==> config.mk <==
export PLATFORM = sky130hd
export DESIGN_NAME = fss_gcd
export DESIGN_NICKNAME = d
export VERILOG_FILES = /design/src/design/fss_pkg.sv /design/src/design/fss_gcd.sv
export SDC_FILE = /design/constraint.sdc
export NUM_CORES = 1
export LEC_CHECK = 0
export BUFFER_PORTS_ARGS = -buffer_cell sky130_fd_sc_hd__buf_2
export CAP_MARGIN = 10
export CORE_UTILIZATION = 55
export CTS_BUF_LIST = sky130_fd_sc_hd__clkbuf_8
export DETAILED_ROUTE_END_ITERATION = 8
export GPL_TIMING_DRIVEN = 0
export PLACE_DENSITY = 0.75
export SYNTH_ARGS = -nofsm -noshare
export SYNTH_HDL_FRONTEND = slang
export SYNTH_SLANG_ARGS = --single-unit
==> constraint.sdc <==
create_clock -name clk -period 10.26 [get_ports clk]
set_input_delay 1.539 -clock clk [delete_from_list [all_inputs] [get_ports clk]]
set_output_delay 1.539 -clock clk [all_outputs]
set_load 0.005 [all_outputs]
==> src/design/fss_pkg.sv <==
// Package for the fraction set statistics unit.
// Holds the transaction payload types, status struct and sequencer states.
// No dependencies.
package fss_pkg;

    localparam int VAL_W   = 16;
    localparam int COUNT_W = 16;
    localparam int SUM_W   = 32;

    typedef struct packed {
        logic [VAL_W-1:0] numerator;
        logic [VAL_W-1:0] denominator;
        logic             last_item;
    } fss_item_t;

    typedef struct packed {
        logic [VAL_W-1:0]   min_numerator;
        logic [VAL_W-1:0]   min_denominator;
        logic [COUNT_W-1:0] irreducible_count;
        logic [SUM_W-1:0]   reduced_numerator_sum;
    } fss_result_t;

    // Status of the gcd / divide engine toward the control sequencer
    typedef struct packed {
        logic             busy;
        logic             coprime;
        logic [VAL_W-1:0] quotient;
    } gcd_stat_t;

    typedef enum logic [2:0] {
        T_IDLE,
        T_MUL_L,
        T_MUL_R,
        T_WAIT,
        T_UPDATE
    } top_state_t;

    typedef enum logic [2:0] {
        G_IDLE,
        G_STRIP,
        G_ODD,
        G_LOOP,
        G_DIV
    } gcd_state_t;

endpackage

==> src/design/fss_gcd.sv <==
// Iterative gcd and divide engine: binary gcd, then restoring division of the
// numerator by the gcd. One shared subtractor does all compare and subtract work.
// Depends on fss_pkg.
module fss_gcd #(
    parameter int EW = 16
) (
    input  logic                clk,
    input  logic                rst_n,
    input  logic                start,
    input  logic [EW-1:0]       num,
    input  logic [EW-1:0]       den,
    output fss_pkg::gcd_stat_t  stat
);

    localparam int CW = $clog2(EW);
    localparam int VW = fss_pkg::VAL_W;

    fss_pkg::gcd_state_t state_reg, state_next;
    logic [EW-1:0] a_reg, a_next;
    logic [EW-1:0] b_reg, b_next;
    logic [EW-1:0] q_reg, q_next;
    logic [EW-1:0] r_reg, r_next;
    logic [CW-1:0] k_reg, k_next;
    logic [CW-1:0] cnt_reg, cnt_next;
    logic          cop_reg, cop_next;

    // shared subtractor
    logic [EW:0]   sub_x;
    logic [EW:0]   sub_y;
    logic [EW+1:0] diff;
    logic          borrow;

    assign diff   = {1'b0, sub_x} - {1'b0, sub_y};
    assign borrow = diff[EW+1];

    always_comb
    begin
        sub_x = {1'b0, b_reg};
        sub_y = {1'b0, a_reg};
        if (state_reg == fss_pkg::G_DIV)
        begin
            sub_x = {r_reg, q_reg[EW-1]};
        end
    end

    always_comb
    begin
        state_next = state_reg;
        a_next     = a_reg;
        b_next     = b_reg;
        q_next     = q_reg;
        r_next     = r_reg;
        k_next     = k_reg;
        cnt_next   = cnt_reg;
        cop_next   = cop_reg;
        unique case (state_reg)
            fss_pkg::G_IDLE:
            begin
                if (start)
                begin
                    a_next   = num;
                    b_next   = den;
                    q_next   = num;
                    r_next   = '0;
                    k_next   = '0;
                    cnt_next = '0;
                    if (num == '0 && den == '0)
                    begin
                        // gcd is zero: nothing counted, nothing summed
                        q_next   = '0;
                        cop_next = 1'b0;
                    end
                    else if (num == '0 || den == '0)
                    begin
                        // gcd of a value and zero is the value itself
                        a_next     = num | den;
                        cop_next   = ((num | den) == EW'(1));
                        state_next = fss_pkg::G_DIV;
                    end
                    else
                    begin
                        state_next = fss_pkg::G_STRIP;
                    end
                end
            end
            fss_pkg::G_STRIP:
            begin
                // drop common factors of two
                if (a_reg[0] || b_reg[0])
                begin
                    state_next = fss_pkg::G_ODD;
                end
                else
                begin
                    a_next = a_reg >> 1;
                    b_next = b_reg >> 1;
                    k_next = k_reg + CW'(1);
                end
            end
            fss_pkg::G_ODD:
            begin
                if (a_reg[0])
                begin
                    state_next = fss_pkg::G_LOOP;
                end
                else
                begin
                    a_next = a_reg >> 1;
                end
            end
            fss_pkg::G_LOOP:
            begin
                if (b_reg == '0)
                begin
                    a_next     = a_reg << k_reg;
                    cop_next   = (k_reg == '0) && (a_reg == EW'(1));
                    r_next     = '0;
                    cnt_next   = '0;
                    state_next = fss_pkg::G_DIV;
                end
                else if (!b_reg[0])
                begin
                    b_next = b_reg >> 1;
                end
                else if (borrow)
                begin
                    // keep a as the smaller odd value
                    a_next = b_reg;
                    b_next = a_reg;
                end
                else
                begin
                    b_next = diff[EW-1:0];
                end
            end
            fss_pkg::G_DIV:
            begin
                q_next   = {q_reg[EW-2:0], ~borrow};
                r_next   = borrow ? sub_x[EW-1:0] : diff[EW-1:0];
                cnt_next = cnt_reg + CW'(1);
                if (cnt_reg == CW'(EW-1))
                begin
                    state_next = fss_pkg::G_IDLE;
                end
            end
            default:
            begin
                state_next = fss_pkg::G_IDLE;
            end
        endcase
    end

    always_ff @(posedge clk or negedge rst_n)
    begin
        if (!rst_n)
        begin
            state_reg <= fss_pkg::G_IDLE;
            cop_reg   <= 1'b0;
        end
        else
        begin
            state_reg <= state_next;
            cop_reg   <= cop_next;
        end
    end

    always_ff @(posedge clk)
    begin
        a_reg   <= a_next;
        b_reg   <= b_next;
        q_reg   <= q_next;
        r_reg   <= r_next;
        k_reg   <= k_next;
        cnt_reg <= cnt_next;
    end

    assign stat.busy     = (state_reg != fss_pkg::G_IDLE);
    assign stat.coprime  = cop_reg;
    assign stat.quotient = VW'(q_reg);

endmodule

* Word level (Yosys, flattened, before mapping) *
Cells that the tools add are included.

storage, ports and cells
  register bits = 76
  latch bits = 0
  RAM bits = 0
  bits in read-only memories = 0
  input port bits = 35
  output and inout bits = 18
  logic and storage cells = 99
  memories kept = 0

operators by class
  add/subtract/negate cells = 3
  $mul = 0
  div/mod/pow operators = 0
  $lt $le $gt $ge = 0
  equality and inequality tests = 19
  shifts and indexed selects = 1
  multiplexer cells = 41
  bitwise gates (word level) = 2
  reduce and logical (&&, ||, !) cells = 24

operators with widths
  cell                                                               number
  16-bit two-way mux                                                 18
  16-bit case mux with 3 select lines                                2
  16-bit case mux with 4 select lines                                1
  16-bit zero test                                                   3
  16-bit by 1-bit == test with 1-bit output (second input constant)  2
  16-bit case mux with 2 select lines                                1
  3-bit two-way mux                                                  7
  17-bit by 16-bit subtractor with 18-bit output                     1
  17-bit two-way mux                                                 1
  2-bit != test (second input constant)                              8
  16-bit OR                                                          1
  16-bit by 4-bit << shifter with 16-bit output                      1
  3-bit case mux with 5 select lines                                 1
  4-bit two-way mux                                                  3
  4-bit case mux with 3 select lines                                 1
  6-bit AND reduction                                                2
  3-bit != test (second input constant)                              3
  3-bit nonzero test                                                 3
  4-bit by 1-bit adder with 4-bit output (second input constant)     2
  4-bit case mux with 2 select lines                                 1
  4-bit AND reduction                                                2
  3-bit by 2-bit == test with 1-bit output (second input constant)   2
  3-bit AND reduction                                                2
  2-bit nonzero test                                                 3
  other kinds (14)                                                   19

* Depth between registers and ports, before layout *
Gate-level depths: netlist (run 1).

  depth in word-level cells = 7
  gate-level depth with buffers = 19
  mapped depth without buffers = 13

* Worst setup path after synthesis (run 1) *
OpenSTA, ideal clock, no wires.

  path kind = register to register
  start = reg state_reg[1]
  end = reg a_reg[10], enable pin
  library setup time = 403 ps
  arrival = 4,130 ps
  required time = 9,857 ps
  slack = 5,726 ps
  cell stages (with the launch flop) = 17
  path buffers = 4
  period minus slack after synthesis = 4,534 ps
  path through = dfrtp_1 > buf_4 > nor2_4 > and2_1 > buf_6 > clkbuf_1 > clkbuf_1 > nand2_1 > nand2_1 > ha_1 > nor2b_1 > o2111ai_1 > a211oi_2 > nor3_1 > a31o_2 > nand2_1 > a2111oi_2

between the ends
  word-level cells in the longest chain between the ends = 5
  elaborated cells between the ends (all ways) = 14
  those cells by class = add/sub (1); eq/ne (9); mux (1); reduce/logical (3)

RTL lines
  element                                         RTL line        text
  start: declaration                              fss_gcd.sv:18   fss_pkg::gcd_state_t state_reg, state_next;
  start signal: assignment                        fss_gcd.sv:157  state_reg <= fss_pkg::G_IDLE;
  start signal: assignment                        fss_gcd.sv:162  state_reg <= state_next;
  3-bit == test                                   fss_gcd.sv:40   if (state_reg == fss_pkg::G_DIV)
  17-bit two-way mux                              fss_gcd.sv:40
  17-bit by 16-bit subtractor with 18-bit output  fss_gcd.sv:33   assign diff = {1'b0, sub_x} - {1'b0, sub_y};
  3-bit != test (no source line)                  --
  6-bit AND reduction (no source line) *          --
  end signal: assignment                          fss_gcd.sv:169  a_reg <= a_next;
  end: declaration                                fss_gcd.sv:19   logic [EW-1:0] a_reg, a_next;

Every way passes the cells marked *; elsewhere a longest branch is shown, timed or not.
A chain may end at the register's enable or synchronous reset.

* Worst setup path in the final report (run 1) *
  start = reg state_reg[1]
  end = reg a_reg[7], enable pin

Same word-level chain as after synthesis.

==> results.yml, run 1 <==
worst_hold_path:
  min_delay_path_depth: 2
  hold_start: "cop_reg$_DFFE_PN0P_"
  whs_endpoint: "cop_reg$_DFFE_PN0P_"
  holdCritPathClass: "reg -> reg"
clocking:
  cts_tree: "built"
  cts_resized: 0
  htree_levels: 3
  ctsHoldBuffers: 0
  cts.sinks: 76
  clk_pin_slew_ns: 0.09
  cts_setup_buffers: 0
  cts-root-buf: "clkbuf_8"
  cts_made_buffers: 9
  insertion_delay_ns: 0.36
  cts.path.max_buffers: 2
global_route:
  grt_pass1_wl_um: 30500
  grt_max_degree: 21
  antenna_found_initial: 0
  grt_pass1_vias: 5350
  grt_overflow_total: 0
  grtUsageTotal_pct: 36.5
status:
  outcome: "completed"
floorplan:
  core.rowCount: 37
  top_level_ports: 53
  die_w_um: 105
  initial_core_util_pct: 56.8
  die_h_um: 105
  dieArea_um2: 11100
  core-area_um2: 10300
yosys:
  synth-edff-count: 72
  avgSynthCellArea_um2: 8.58
  synthDistinctLibCells: 65
  syn_inst: 683
  synth_ff_type: "edfxtp_1"
  ys_ff_latch: 76
  synthArstFlopShare_pct: 5.26
  synth_area_um2: 5860
  synth_warnings: 0
  synth_seq_area_share_pct: 38.6
  synth_nets: 738
sta:
  rsz0062_at_grt: "no"
  setup-violations-final: 0
  slew_headroom_pct: 42.9
  tightest_slew_ns: 0.857
  fin_skew_ns: 0.0135
  hold_viol: 0
  period_minus_slack_ns: 4.81
  period_share_pct: 46.9
  max_freq_mhz: 208
  slew_viol_final: 0
  setup_tns_ns: 0
setup_path:
  rrSetupSlack_ns: 5.45
  cp.arrival_ns: 4.88
  reg2reg_from: "state_reg[1]$_DFFE_PN0P_"
  reg2reg_to: "a_reg[7]$_DFFE_PP_"
  worstPathMaxFanout: 15
  cp_slowest_stage_delay_ns: 0.43
  criticalPathCategory: "reg -> reg"
  worstPathCellList: "buf_4 > nor2_4 > and2_1 > buf_6 > clkbuf_1 > clkbuf_1 > nand2_1 > nand2_1 > ha_1 > nor2b_1 > o2111ai_1 > a211oi_2 > nor3_1 > a31o_2 > nand2_1 > a2111oi_4 > buf_6"
  cp_num_buf_inv: 5
  reg2reg_depth: 17
  required_ns: 10.33
  end_kind: "register"
  path_delay_family: "buffers and inverters"
  crit_top_cell: "nand2_1"
  critPathLaunchType: "register"
  cp_slowest_cell: "nor3_1"
finish:
  area_delta_synth_final_pct: 10.8
  final_common_cell: "nand2_1"
  num-fill-cells: 913
  fin_nets: 803
  diodes: 0
  post_route_cells_drive_above_1_share_pct: 14.7
  layout_common_cells: "nand2_1 (155), edfxtp_1 (72), buf_2 (62)"
route:
  wl_per_cell_um: 22.1
  vias_per_cell: 6.54
  drt_iter0_markers: 703
  drt_pass1_iterations: 5
  detail-route-antenna-nets: 0
  drc_errors: 0
  drt-total-wl_um: 19700
  vias: 5811
placed_design:
  gp_congestion: 0.960
  dp_hpwl_um: 15500
  io_buffer_count: 52
flow_run:
  drv_cap: 0
tightest hold or removal path, stage by stage (launching register included):
cell	delay, ns
dfrtp_1	0.35
nor2_1	0.05
a21oi_1	0.10
metrics by stage:
stage | cell area [um2] | utilization [%] | std cells | hold WS, ns | worst slack (ns)
3_3_place_gp | 6290 | 60.9 | 871 | 0.510 | 4.57
2_1_floorplan | 5860 | - | 683 | 0.496 | 5.73
6_report | 6500 | 62.9 | 889 | 0.540 | 5.45
5_1_grt | 6500 | 62.9 | 889 | 0.586 | 5.19
3_5_place_dp | 6320 | 61.2 | 873 | 0.523 | 5.54
4_1_cts | 6500 | 62.9 | 889 | 0.542 | 5.50
area by class of cell:
| cell class | count | area (um2) | area share (%) |
|---|---|---|---|
| tap | 136 | 170 | 2.62 |
| buffer | 43 | 219 | 3.37 |
| sequential | 76 | 2260 | 34.8 |
| clock buffer | 9 | 124 | 1.91 |
| inverter | 29 | 109 | 1.68 |
| timing repair buffer | 54 | 279 | 4.30 |
| multi-input combinational | 535 | 3280 | 50.5 |
| clock inverter | 7 | 50.0 | 0.770 |
cells in the mapped netlist (10+ instances only):
| cell type | count | area share [%] |
|---|---|---|
| nand2_1 | 155 | 9.9 |
| edfxtp_1 | 72 | 37 |
| a21oi_1 | 56 | 4.8 |
| nor2_1 | 49 | 3.1 |
| o21ai_0 | 31 | 2.6 |
| inv_1 | 28 | 1.8 |
| clkbuf_1 | 26 | 1.7 |
| mux2i_1 | 20 | 3.4 |
| ha_1 | 19 | 4.1 |
| a211oi_1 | 18 | 2.3 |
| o22ai_1 | 15 | 1.6 |
| nor3_1 | 14 | 1.2 |
| a221oi_1 | 13 | 1.9 |
| xnor2_1 | 12 | 1.8 |
| nand3_1 | 11 | 0.94 |
| nor4_1 | 11 | 1.2 |
| a22oi_1 | 10 | 1.3 |
| buf_2 | 10 | 0.85 |
worst max path at each step:
| stage | cells past startpoint | start | slack, ns | endpoint |
|---|---|---|---|---|
| floorplan | 16 | state_reg[1]$_DFFE_PN0P_ | 5.73 | a_reg[10]$_DFFE_PP_ |
| global placement | 16 | state_reg[1]$_DFFE_PN0P_ | 4.57 | a_reg[5]$_DFFE_PP_ |
| detailed placement | 17 | state_reg[1]$_DFFE_PN0P_ | 5.54 | a_reg[4]$_DFFE_PP_ |
| CTS | 17 | state_reg[1]$_DFFE_PN0P_ | 5.50 | a_reg[8]$_DFFE_PP_ |
| global route | 17 | state_reg[1]$_DFFE_PN0P_ | 5.19 | a_reg[9]$_DFFE_PP_ |
| finish | 17 | state_reg[1]$_DFFE_PN0P_ | 5.45 | a_reg[7]$_DFFE_PP_ |
layer usage:
metal	vias up	track usage, %	share of wire (%)
met5	-	0	0
met4	0	17.7	4.7
met3	61	4.02	8.6
met2	345	57.5	46
met1	2747	50.2	41
li1	2658	-	-
cell families (layout without fill, tap and decap cells):
| logic type | count (synthesis) | count (layout) | synth area share [%] |
|---|---|---|---|
| and+or+nand+nor | 276 | 276 | 21.1 |
| AOI/OAI and AO/OA | 196 | 196 | 22.4 |
| DFF | 76 | 76 | 38.6 |
| buffers and inverters | 72 | 142 | 5.59 |
| muxes | 27 | 27 | 5.53 |
| adders and majority gates | 20 | 20 | 4.40 |
| xor gates and xnor gates | 16 | 16 | 2.39 |
Power of run 1 is not shown: default switching activity piles up to over one toggle a cycle in this logic, so the estimate is an artifact.
==> run 2: changes to the inputs <==
--- a/config.mk
+++ b/config.mk
@@ -11,7 +11,7 @@
 export CTS_BUF_LIST = sky130_fd_sc_hd__clkbuf_8
 export DETAILED_ROUTE_END_ITERATION = 8
 export GPL_TIMING_DRIVEN = 0
-export PLACE_DENSITY = 0.75
+export PLACE_DENSITY = 0.78
 export SYNTH_ARGS = -nofsm -noshare
 export SYNTH_HDL_FRONTEND = slang
 export SYNTH_SLANG_ARGS = --single-unit
==> constraint.sdc (replaced) <==
create_clock -name clk -period 3.89 [get_ports clk]
set_input_delay 0.5835 -clock clk [delete_from_list [all_inputs] [get_ports clk]]
set_output_delay 0.5835 -clock clk [all_outputs]
set_load 0.005 [all_outputs]
==> run 2 against run 1 <==
Against the previous run:
- count of clock-buffer cells in the layout is the same
- register-to-register slack lost 5.3 ns
- core utilization grew 1.5 points
- final area grew 2.3%
- via count is essentially flat
- flip-flop and latch count is the same
- die area is the same
==> results.yml, run 2 (synthesis results as in run 1) <==
status:
  outcome: "completed"
setup_path:
  rrSetupSlack_ns: 0.20
  worstPathCellList: "buf_4 > nor2_4 > and2_1 > buf_6 > buf_4 > buf_6 > nand2_1 > nand2_1 > ha_1 > nor2b_1 > o2111ai_2 > a211oi_2 > nor3_2 > a31o_2 > nand2_2 > a2111oi_4 > buf_4 > clkbuf_16"
  critPathLaunchType: "register"
  cp_slowest_stage_delay_ns: 0.37
  worstPathMaxFanout: 10
  path_delay_family: "buffers and inverters"
  reg2reg_to: "a_reg[15]$_DFFE_PP_"
  cp-startpoint: "state_reg[1]$_DFFE_PN0P_"
  crit_top_cell: "buf_4"
  reg2reg_depth: 18
  required_ns: 4.00
  criticalPathCategory: "reg -> reg"
  cp.arrival_ns: 3.80
  cp_num_buf_inv: 6
  cp_slowest_cell: "dfrtp_1"
  end_kind: "register"
  reg2reg_from: "state_reg[1]$_DFFE_PN0P_"
worst_hold_path:
  hold_start: "num[4]"
  whs_endpoint: "q_reg[4]$_DFFE_PP_"
  min_delay_path_depth: 3
  holdCritPathClass: "in -> reg"
global_route:
  antenna_found_initial: 0
  grtUsageTotal_pct: 37.6
  grt_pass1_vias: 5375
  grt_pass1_wl_um: 30800
  grt_overflow_total: 0
  grt_max_degree: 21
clocking:
  cts.sinks: 76
  cts_tree: "built"
  clk_pin_slew_ns: 0.09
  cts_made_buffers: 9
  cts-root-buf: "clkbuf_8"
  insertion_delay_ns: 0.39
  htree_levels: 3
  cts.path.max_buffers: 2
floorplan:
  initial_core_util_pct: 56.8
  top_level_ports: 53
  die_w_um: 105
  dieArea_um2: 11100
  core.rowCount: 37
  die_h_um: 105
  core-area_um2: 10300
sta:
  worst_slack_ns: 0.195
  setup-violations-final: 0
  max_freq_mhz: 271
  hold_viol: 0
  period_share_pct: 95.0
  slew_headroom_pct: 41.5
  slew_viol_final: 0
  fin_skew_ns: 0.0147
  period_minus_slack_ns: 3.69
  tightest_slew_ns: 0.877
finish:
  area_delta_synth_final_pct: 13.5
  diodes: 0
  final_common_cell: "nand2_1"
  layout_common_cells: "nand2_1 (153), edfxtp_1 (72), buf_2 (62)"
  post_route_cells_drive_above_1_share_pct: 17.1
  fin_nets: 811
  num-fill-cells: 908
route:
  vias: 5812
  vias_per_cell: 6.48
  drt-total-wl_um: 20300
  wl_per_cell_um: 22.7
  drt_iter0_markers: 656
  detail-route-antenna-nets: 0
  drt_pass1_iterations: 7
  drc_errors: 0
placed_design:
  pre_cts_ws_ns: -1.02
  gp_congestion: 0.983
  dp_hpwl_um: 15800
  io_buffer_count: 52
flow_run:
  drv_cap: 0
-- run 2: metrics by stage --
stage	TNS [ns]	cell area [um2]	hold WS, ns	std cells	util, %
final	0	6650	0.502	897	64.4
after global routing	-0.165	6650	0.514	897	64.4
after CTS	0	6600	0.492	894	63.9
after detailed placement	-20.09	6320	0.400	872	61.2
after global placement	-16.20	6310	0.394	871	61.1
after floorplan	0	5880	0.288	683	-
-- run 2: worst max path at each step --
stage | cells after the start | end | slack (ns)
finish | 18 | a_reg[15]$_DFFE_PP_ | 0.20
global route | 17 | a_reg[14]$_DFFE_PP_ | -0.02
CTS | 17 | a_reg[3]$_DFFE_PP_ | 0.004
detailed placement | 14 | a_reg[3]$_DFFE_PP_ | -1.02
global placement | 14 | a_reg[4]$_DFFE_PP_ | -0.92
floorplan | 16 | a_reg[10]$_DFFE_PP_ | 0.07
-- run 2: worst register-to-register path: stages, from the launching register on --
cell       delay (ns)
dfrtp_1          0.37
buf_4            0.18
nor2_4           0.12
and2_1           0.15
buf_6            0.15
buf_4            0.19
buf_6            0.16
nand2_1          0.06
nand2_1          0.09
ha_1             0.23
nor2b_1          0.15
o2111ai_2        0.22
a211oi_2         0.12
nor3_2           0.23
a31o_2           0.23
nand2_2          0.11
a2111oi_4        0.32
buf_4            0.20
clkbuf_16        0.15
-- run 2: layout make-up --
cell class,instances,area (um2),area share [%]
buffer,43,238,3.58
inverter,29,109,1.64
timing repair buffer,62,368,5.53
multi-input combinational,535,3300,49.7
clock buffer,9,124,1.86
tap,136,170,2.56
sequential,76,2260,34.0
clock inverter,7,75.1,1.13
-- run 2: timing repair --
| item | 4_1_cts | 5_1_grt |
|---|---|---|
| hold endpoints to repair | 4 | 0 |
| setup endpoints to repair | 49 | 20 |
| resized for setup | 9 | 7 |
| hold buffers | 1 | 0 |
| cloned | 0 | 1 |
| pin swaps | 4 | 4 |
| buffers inserted | 5 | 2 |
-- run 2: per-layer routing --
layer | vias to the layer above | part of all wire, % | GRT usage, %
met5 | - | 0 | 0
met4 | 0 | 4.1 | 17.8
met3 | 56 | 9.4 | 7.30
met2 | 344 | 47 | 61.3
met1 | 2739 | 40 | 48.2
li1 | 2673 | - | -
Power of run 2 is left out for the same reason.
